==> src/rtl/kpe_pkg.sv <==
// Shared types and constants for the keypad password entry controller.
package kpe_pkg;

	localparam int unsigned MAX_DIGITS_DEF = 16;
	localparam int unsigned MIN_W          = 5;
	localparam logic [MIN_W-1:0] MIN_DIGITS_RST = 5'd4;

	localparam logic [7:0] KEY_DIGIT_MAX = 8'd9;
	localparam logic [7:0] KEY_ENTER     = 8'd13;
	localparam logic [7:0] KEY_PLUS      = 8'd43;
	localparam logic [7:0] KEY_MINUS     = 8'd45;

	localparam logic [7:0] BYTE_OPEN     = 8'd97;
	localparam logic [7:0] BYTE_MISMATCH = 8'd98;
	localparam logic [7:0] BYTE_TAKEN    = 8'd99;

	typedef enum logic [2:0] {
		SCR_ECHO    = 3'd0,
		SCR_NEW     = 3'd1,
		SCR_REENTER = 3'd2,
		SCR_MENU    = 3'd3,
		SCR_ROTATE  = 3'd4,
		SCR_NONE    = 3'd5
	} screen_t;

	typedef struct packed {
		logic       send_valid;
		logic [7:0] send_byte;
		screen_t    screen_event;
		logic [7:0] echo_value;
		logic       overflow_flag;
	} kpe_result_t;

endpackage

==> src/rtl/kpe_ctrl.sv <==
// Entry and confirm state, digit memory and per-word decision logic.
module kpe_ctrl #(
	parameter int unsigned MAX_DIGITS = kpe_pkg::MAX_DIGITS_DEF
) (
	input  logic                         clk,
	input  logic                         arst_n,
	input  logic                         fire,
	input  logic [7:0]                   key,
	input  logic [kpe_pkg::MIN_W-1:0]    min_digits,
	output kpe_pkg::kpe_result_t         result
);
	import kpe_pkg::*;

	localparam int unsigned IDX_W = $clog2(MAX_DIGITS);
	localparam int unsigned CNT_W = $clog2(MAX_DIGITS + 1);
	localparam int unsigned CMP_W = (CNT_W > MIN_W) ? CNT_W : MIN_W;
	localparam logic [CNT_W-1:0] CNT_MAX = CNT_W'(MAX_DIGITS);

	logic [3:0]       mem [MAX_DIGITS];
	logic [3:0]       expect_q;
	logic [CNT_W-1:0] cnt_q, cnt_d;
	logic [IDX_W-1:0] mi_q, mi_d;
	logic             phase_q, phase_d;

	logic             we;
	logic [IDX_W-1:0] waddr;
	logic [3:0]       wdata;
	logic [CNT_W-1:0] mi_inc;
	logic [MIN_W-1:0] need;
	logic             match_ok;

	always_ff @(posedge clk or negedge arst_n) begin
		if (!arst_n) begin
			cnt_q   <= '0;
			mi_q    <= '0;
			phase_q <= 1'b0;
		end else begin
			cnt_q   <= cnt_d;
			mi_q    <= mi_d;
			phase_q <= phase_d;
		end
	end

	// The expected digit is always fetched for the next match position, with the
	// word being written forwarded when it lands on the same entry.
	always_ff @(posedge clk) begin
		if (we) begin
			mem[waddr] <= wdata;
		end
		if (we && (waddr == mi_d)) begin
			expect_q <= wdata;
		end else begin
			expect_q <= mem[mi_d];
		end
	end

	always_comb begin
		cnt_d    = cnt_q;
		mi_d     = mi_q;
		phase_d  = phase_q;
		we       = 1'b0;
		waddr    = cnt_q[IDX_W-1:0];
		wdata    = key[3:0];
		mi_inc   = CNT_W'(mi_q) + CNT_W'(1);
		need     = (min_digits == '0) ? MIN_W'(1) : min_digits;
		match_ok = (CNT_W'(mi_q) < cnt_q) && (key == {4'b0000, expect_q});
		result   = '{send_valid: 1'b0, send_byte: 8'd0, screen_event: SCR_NONE,
			echo_value: 8'd0, overflow_flag: 1'b0};

		if (fire) begin
			if (phase_q) begin
				if (match_ok) begin
					if (mi_inc >= cnt_q) begin
						result.screen_event = SCR_MENU;
						phase_d = 1'b0;
						mi_d    = '0;
					end else begin
						result.screen_event = SCR_ECHO;
						result.echo_value   = key;
						mi_d = mi_inc[IDX_W-1:0];
					end
				end else begin
					cnt_d   = '0;
					mi_d    = '0;
					phase_d = 1'b0;
					result.send_valid   = 1'b1;
					result.send_byte    = BYTE_MISMATCH;
					result.screen_event = SCR_NEW;
				end
			end else if (key <= KEY_DIGIT_MAX) begin
				if (cnt_q < CNT_MAX) begin
					we    = 1'b1;
					cnt_d = cnt_q + CNT_W'(1);
					result.send_valid   = 1'b1;
					result.send_byte    = BYTE_TAKEN;
					result.screen_event = SCR_ECHO;
					result.echo_value   = key;
				end else begin
					result.overflow_flag = 1'b1;
				end
			end else if (key == KEY_ENTER) begin
				if (CMP_W'(cnt_q) >= CMP_W'(need)) begin
					phase_d = 1'b1;
					mi_d    = '0;
					result.screen_event = SCR_REENTER;
				end else begin
					cnt_d   = '0;
					mi_d    = '0;
					phase_d = 1'b0;
					result.screen_event = SCR_NEW;
				end
			end else if (key == KEY_MINUS) begin
				cnt_d   = '0;
				mi_d    = '0;
				phase_d = 1'b0;
				result.screen_event = SCR_NEW;
			end else if (key == KEY_PLUS) begin
				result.send_valid   = 1'b1;
				result.send_byte    = BYTE_OPEN;
				result.screen_event = SCR_ROTATE;
			end else begin
				result.screen_event = SCR_ECHO;
				result.echo_value   = key;
			end
		end
	end

`ifndef NO_ASSERTIONS
	a_confirm_idx: assert property (@(posedge clk) disable iff (!arst_n)
		phase_q |-> (CNT_W'(mi_q) < cnt_q))
		else $error("match position not below digit count in confirm phase");
	a_entry_idx: assert property (@(posedge clk) disable iff (!arst_n)
		!phase_q |-> (mi_q == '0))
		else $error("match position not cleared in entry phase");
	a_cnt_range: assert property (@(posedge clk) disable iff (!arst_n)
		cnt_q <= CNT_MAX)
		else $error("digit count beyond store size");
`endif

endmodule

==> src/rtl/keypad_password_entry_controller_top.sv <==
// Top level of the keypad password entry controller with its word registers.
// A word accepted into the input register is decided and its result loaded into the output register,
// where it waits to be taken; the word waits in the input register while an untaken result is stalled.
// Throughput: one word per cycle through the single decision stage while out_stall is low.
// Reset (arst_n, asynchronous, active low) clears the valid flags, the entry state
// and sets the minimum digit count to four; the digit memory is not cleared.
module keypad_password_entry_controller_top #(
	parameter int unsigned MAX_DIGITS = kpe_pkg::MAX_DIGITS_DEF
) (
	input  logic                      clk,
	input  logic                      arst_n,
	input  logic                      cfg_wr_en,
	input  logic [kpe_pkg::MIN_W-1:0] cfg_wr_data,
	input  logic                      in_valid,
	output logic                      in_stall,
	input  logic [7:0]                key_code,
	output logic                      out_valid,
	input  logic                      out_stall,
	output logic                      send_valid,
	output logic [7:0]                send_byte,
	output logic [2:0]                screen_event,
	output logic [7:0]                echo_value,
	output logic                      overflow_flag
);
	import kpe_pkg::*;

	// The user must write the minimum digit count only while the block is idle; the block does not enforce it.
	logic [MIN_W-1:0] min_digits_q;

	// Input register: the word waiting to be decided.
	logic       valid_s1;
	logic [7:0] key_s1;

	// Output register: the decided result waiting to be taken.
	logic        out_valid_q;
	kpe_result_t res_q;
	kpe_result_t res_d;

	// A word is decided when the output register is empty or is being emptied
	// in the same cycle; the input register is then free to take another word.
	logic advance;

	assign advance  = valid_s1 && (!out_valid_q || !out_stall);
	assign in_stall = valid_s1 && !advance;

	always_ff @(posedge clk or negedge arst_n) begin
		if (!arst_n) begin
			min_digits_q <= MIN_DIGITS_RST;
		end else if (cfg_wr_en) begin
			min_digits_q <= cfg_wr_data;
		end
	end

	always_ff @(posedge clk or negedge arst_n) begin
		if (!arst_n) begin
			valid_s1 <= 1'b0;
		end else if (!in_stall) begin
			valid_s1 <= in_valid;
		end
	end

	always_ff @(posedge clk) begin
		if (!in_stall && in_valid) begin
			key_s1 <= key_code;
		end
	end

	// The decision logic holds the entry state and the digit memory.
	kpe_ctrl #(
		.MAX_DIGITS(MAX_DIGITS)
	) u_ctrl (
		.clk       (clk),
		.arst_n    (arst_n),
		.fire      (advance),
		.key       (key_s1),
		.min_digits(min_digits_q),
		.result    (res_d)
	);

	always_ff @(posedge clk or negedge arst_n) begin
		if (!arst_n) begin
			out_valid_q <= 1'b0;
		end else if (advance) begin
			out_valid_q <= 1'b1;
		end else if (!out_stall) begin
			out_valid_q <= 1'b0;
		end
	end

	always_ff @(posedge clk) begin
		if (advance) begin
			res_q <= res_d;
		end
	end

	assign out_valid     = out_valid_q;
	assign send_valid    = res_q.send_valid;
	assign send_byte     = res_q.send_byte;
	assign screen_event  = res_q.screen_event;
	assign echo_value    = res_q.echo_value;
	assign overflow_flag = res_q.overflow_flag;

`ifndef NO_ASSERTIONS
	a_advance_loads: assert property (@(posedge clk) disable iff (!arst_n)
		advance |=> out_valid_q)
		else $error("decided word did not reach the output register");
	a_stall_needs_word: assert property (@(posedge clk) disable iff (!arst_n)
		in_stall |-> (valid_s1 && out_valid_q && out_stall))
		else $error("input stalled without a blocked result");
`endif

endmodule
==> config.mk <==
export PLATFORM = sky130hd
export DESIGN_NAME = keypad_password_entry_controller_top
export DESIGN_NICKNAME = d
export VERILOG_FILES = /design/src/rtl/kpe_pkg.sv /design/src/rtl/kpe_ctrl.sv /design/src/rtl/keypad_password_entry_controller_top.sv
export SDC_FILE = /design/constraint.sdc
export NUM_CORES = 1
export LEC_CHECK = 0
export BUFFER_PORTS_ARGS = -buffer_cell sky130_fd_sc_hd__buf_2
export CAP_MARGIN = 10
export CORE_MARGIN = 10
export CORE_UTILIZATION = 25
export DETAILED_ROUTE_END_ITERATION = 10
export PLACE_DENSITY = 0.37
export SKIP_LAST_GASP = 1
export SYNTH_ARGS = -nofsm -noshare
export SYNTH_HDL_FRONTEND = slang
export SYNTH_HIERARCHICAL = 1
export SYNTH_SLANG_ARGS = --single-unit
==> constraint.sdc <==
create_clock -name clk -period 3.6 [get_ports clk]
set_clock_uncertainty 0.1 [all_clocks]
set_input_delay 0.54 -clock clk [delete_from_list [all_inputs] [get_ports clk]]
set_output_delay 0.54 -clock clk [all_outputs]
set_load 0.03 [all_outputs]
# After elaboration in Yosys (flattened, before gate mapping)

Memory sizes are Yosys's and may differ from the RTL's. A register that Yosys moved wholly into a read port is not among the register bits.
Index checks and enable logic that the tools add are counted.

$add $sub $neg: 2
$mul: 0
Div/mod/pow operators: 0
Order comparisons: 5
Eq/ne operators: 8
Shift-type cells: 0
Mux-type cells: 48
Bitwise operators: 1
Reduce and logical (&&, ||, !) cells: 13

Operators with widths:

| cell                                                                             | number |
|---|---|
| 20-bit two-way mux                                                               | 3 |
| 5-bit two-way mux                                                                | 8 |
| 8-bit two-way mux                                                                | 5 |
| 9-bit two-way mux                                                                | 4 |
| 4-bit two-way mux                                                                | 7 |
| 8-bit by 6-bit == test with 1-bit output, second input constant                  | 2 |
| 1-bit two-way mux                                                                | 15 |
| 5-bit greater-or-equal comparator                                                | 2 |
| 3-bit two-way mux                                                                | 3 |
| 8-bit by 4-bit == test with 1-bit output                                         | 1 |
| 8-bit by 4-bit == test with 1-bit output, second input constant                  | 1 |
| 8-bit by 4-bit less-or-equal comparator with 1-bit output, second input constant | 1 |
| 2-bit two-way mux                                                                | 3 |
| 4-bit by 1-bit adder with 5-bit output, second input constant                    | 1 |
| 5-bit by 1-bit adder with 5-bit output, second input constant                    | 1 |
| 5-bit logical NOT                                                                | 1 |
| 4-bit by 5-bit less-than comparator with 1-bit output                            | 1 |
| 5-bit less-than comparator, second input constant                                | 1 |
| 5-bit AND reduction                                                              | 1 |
| 1-bit logical AND                                                                | 4 |
| 1-bit logical NOT                                                                | 4 |
| 4-bit by 2-bit inequality test with 1-bit output, second input constant          | 1 |
| 4-bit nonzero test                                                               | 1 |
| 3-bit by 2-bit inequality test with 1-bit output, second input constant          | 1 |
| 5 further kinds                                                                  | 5 |

Flip-flop bits (word level): 46
Bits in latches: 0
Memory bits (writable): 64
Memory bits (read-only): 0
Bits of input ports: 18
Output and inout port bits: 23
Word-level logic and storage cells: 90
Memories: 1

Memories:

| name       | depth | bits a word | read ports | clocked after memory_dff | write ports | line           | RTL |
|---|---|---|---|---|---|---|---|
| u_ctrl.mem | 16    | 4           | 1          | 1                        | 1           | kpe_ctrl.sv:19 | `logic [3:0] mem [MAX_DIGITS];` |

# Depth between registers and ports, before layout

Word-level depth: 7
Gate-level depth with buffers: 10
Depth with buffers taken out: 10

# By module

The synthesis kept the hierarchy.

Modules (own cells, without submodules):

| module                               | times used | cells an instance | area each (um^2) | seq. area each (um^2) |
|---|---|---|---|---|
| kpe_ctrl                             | 1          | 276               | 3,883.7          | 2,252.2 |
| keypad_password_entry_controller_top | 1          | 47                | 1,139.8          | 1,047.3 |

# Worst setup path before layout

OpenSTA, ideal clock, no wires.

Kind: in2reg
Start point: in out_stall
End point: mem u_ctrl.mem[3][0] (enable)
Setup time: 0.361 ns
Arrival: 3.445 ns
Slack: -0.306 ns
Stages: 6
Buffers on the path: 1
Cells stage by stage: a21boi_0 -> clkbuf_1 -> nand2_1 -> nor2_1 -> nand2_1 -> nor3_1

Word-level cells in the longest chain between the ends: 6

Ends and longest elaborated chain:

| what                                    | line                                       | RTL |
|---|---|---|
| start, declared                         | keypad_password_entry_controller_top.sv:18 | `input logic out_stall,` |
| 1-bit logical NOT                       | n/a                                        |  |
| 1-bit logical OR                        | keypad_password_entry_controller_top.sv:43 | `assign advance = valid_s1 && (!out_valid_q \|\| !out_stall);` |
| 1-bit logical AND                       | keypad_password_entry_controller_top.sv:43 |  |
| 1-bit two-way mux                       | kpe_ctrl.sv:70                             | `if (fire) begin` |
| 1-bit two-way mux                       | kpe_ctrl.sv:47                             | `if (we) begin` |
| 1-bit two-way mux (not written as such) | kpe_ctrl.sv:48                             | `mem[waddr] <= wdata;` |
| end, declared                           | kpe_ctrl.sv:19                             |  |

Every way passes these cells.

==> results by group <==
Drt
  – Vias/cell: 4.415
  – DRT antenna net count: 0
  – Vias: 2,936
  – Routed WL: 12.54 mm
  – Initial DRC count: 172
  – Wire per inst: 18.86 um
  – Initial DRT Pass Iterations: 4
  – Drc violations: 0

Floorplanning
  – I/O pin count: 41
  – Core box area: 0.01959 mm2
  – Die W: 161.8 um
  – Die ar.: 0.02616 mm2
  – Initial core utilization: 25.64%
  – Row count: 51
  – Die extent in y: 161.8 um

Placement
  – I/O Buffers: 40
  – GP Congestion: 0.7597
  – Detailed Place HPWL: 9.098 mm

STA
  – RSZ-0062 raised after global routing: false
  – Fmax: 323.1 MHz
  – Count of pins over their slew limit: 0
  – Final hold violation count: 0
  – Final clock period utilization by the worst path: 85.97%
  – Slew margin rel.: 57.66%
  – Min Tclk post-route: 3.095 ns
  – Worst slew pin tran: 0.6343 ns
  – Final TNS setup: 0 ns
  – Setup violators final: 0
  – Final hold slack: 0.2000 ns

GRT
  – GRT Residual Overflow: 0
  – Gr usage total: 10.00%
  – Largest net degree at the start of global routing: 31
  – First-pass GRT wire length: 19.41 mm
  – Initial antenna violation count: 0
  – Vias in the first global route: 3,188

Layout
  – Ant. Diodes: 0
  – Finished Core Util: 31.43%
  – Fraction of layout cells with a size suffix above 1: 27.00%
  – Area added between synthesis and finish: 22.57%
  – Nets: 424

Yosys
  – Post-synth top area cell: edfxtp_1
  – Seq/Total Area, Yosys: 65.68%
  – Synth top area share: 55.59%
  – Most common cell in the synthesized netlist: edfxtp_1
  – Synth Flop Type: edfxtp_1
  – Synth top area cells: edfxtp_1 (56%), dfrtp_1 (8.0%), ha_1 (4.7%)
  – Syn. warnings: 6
  – Cell count after synthesis: 323
  – Count of flip-flops with a built-in enable after synthesis: 93
  – Synth top cells by count: edfxtp_1 (93), ha_1 (19), nor2_1 (18), dfrtp_1 (16), nand2_1 (15)
  – Syn_area_per_cell: 15.55 um2
  – Async SR Flop Fraction: 14.91%
  – Yosys cell types: 55
  – Synthesized area: 0.005024 mm2
  – Yosys reg bits: 114

Clock tree
  – H-tree Lvls: 4
  – Clock slew at reported path FFs: 0.06 ns
  – Root Buffer Master: clkbuf_16
  – Insertion delay to the later sink of the worst-skew pair: 0.41 ns
  – Post-CTS Setup Repair Bufs: 0
  – Hold Buf Count CTS: 1
  – CTS tree: yes
  – Clock Sinks: 114
  – CTS buffer count: 17
  – PostCTS Resize Cnt: 0
  – Maximum clock path buffer count: 2

Setup path
  – Worst path required time: 3.78 ns
  – Worst path bufs/invs: 1
  – Critical R2R Capture: echo_value[0]
  – Max incr delay on CP: 0.59 ns
  – Maximum fanout along the worst path: 10
  – Delay-heaviest family, CP: multiplexers
  – Critical Path Slowest Stage Cell: mux4_1
  – Critical Path, Cell by Cell: buf_4 -> mux4_1 -> mux4_2 -> xor2_1 -> nor3_2 -> o21ai_2 -> o31ai_1 -> and2_1
  – Kind of start point of the critical path: register
  – R2R cell count: 8
  – Crit path kind: reg2reg
  – Worst setup EP type: register
  – Reg2reg setup slack: 0.51 ns
  – Critical Path AT: 3.28 ns

Power and ir drop
  – Power Density: 535.6 mW/mm2
  – Static Leak: 0.002253 uW
  – VDD IR max: 331.4 uV

Job
  – Max-cap viol count: 0

Worst hold path
  – Endpoint, Worst Hold: key_s1[4]
  – Worst Min Path Start: key_code[4]
  – Number of cells on the worst hold path: 1
  – Min-Delay Path Class: in2reg

Run status
  – Outcome: complete, no violations
-- cell usage in the layout (no fill, tap or decap), drive strengths merged, types with 2 or more instances in the layout --
master    instances
edfxtp           93
buf              56
ha               19
nor2             18
clkbuf           18
dfrtp            16
inv              16
nand2            15
mux4             14
mux2i            10
and2              9
nand3             7
mux2              7
nor3              6
clkinv            6
nand2b            5
clkinvlp          5
nand3b            5
nor2b             5
o21ai             5
a21boi            5
a21o              4
a22oi             4
dfxtp             4
conb              4
o31ai             4
nor4              3
xor2              3
o21a              3
a22o              3
a21oi             3
xnor2             2
and3              2
o211ai            2
a2bb2oi           2
-- final cells by class --
| cell class | count | area [um2] |
|---|---|---|
| Tap cell | 265 | 331.6 |
| Multi-Input combinational cell | 183 | 1599 |
| Clock inverter | 14 | 115.1 |
| Clock buffer | 18 | 429.2 |
| Inverter | 14 | 52.55 |
| Fill cell | 1999 | 13430 |
| Timing Repair Buffer | 57 | 330.3 |
| Sequential cell | 114 | 3299 |
-- how the worst max path moves through the flow --
stage | start | endpoint | slack (ns) | depth (start not counted)
CTS | register | echo_value[0] | 0.45 | 7
detailed placement | register | echo_value[0] | 0.46 | 7
global placement | register | screen_event[0] | 0.51 | 7
floorplan | out_stall | u_ctrl/mem[3][0] | 0.26 | 6
finish | register | echo_value[0] | 0.51 | 8
global route | register | echo_value[0] | 0.25 | 7
-- per-stage QoR --
stage               power [uW]  instance area, um2  std cells  worst slack [ns]
finish                    3298                6157        665            0.5051
global route              3436                6157        665            0.2504
CTS                       3352                6157        665            0.4519
detailed placement        1803                5603        632            0.4625
global placement          1803                5603        632            0.5067
floorplan                 1698                5035        326            0.2554
-- cell families after synthesis --
| logic type | synth area share [%] |
|---|---|
| flops | 65.68 |
| simple gates | 8.667 |
| compound gates | 6.899 |
| mux | 10.29 |
| buf+inv | 2.789 |
| fa+ha+maj | 4.732 |
| xor+xnor | 0.8719 |
| other cells | 0.07465 |
-- layer usage --
layer	track usage, %	vias to the layer above	routed length (um)
met5	0	-	0
met3	3.160	5	397
met4	3.474	0	89
met1	12.95	1512	6088
met2	15.43	47	5966
li1	-	1372	-
-- flip-flops by register name, summed over array words and instances, names as in the netlist, named ones only --
name	count
u_ctrl/mem	64
echo_value	8
key_s1	8
send_byte	8
min_digits_q	5
u_ctrl/cnt_q	5
u_ctrl/mi_q	4
screen_event	3
out_valid	1
overflow_flag	1
send_valid	1
u_ctrl/phase_q	1
valid_s1	1
-- report_power, final --
| part | switching, uW | total (uW) | internal (uW) |
|---|---|---|---|
| clock network | 586 | 1530 | 940 |
| registers | 23.8 | 1500 | 1480 |
| logic | 180 | 268 | 88.5 |
Note: power is estimated with default switching activity, not from simulation.
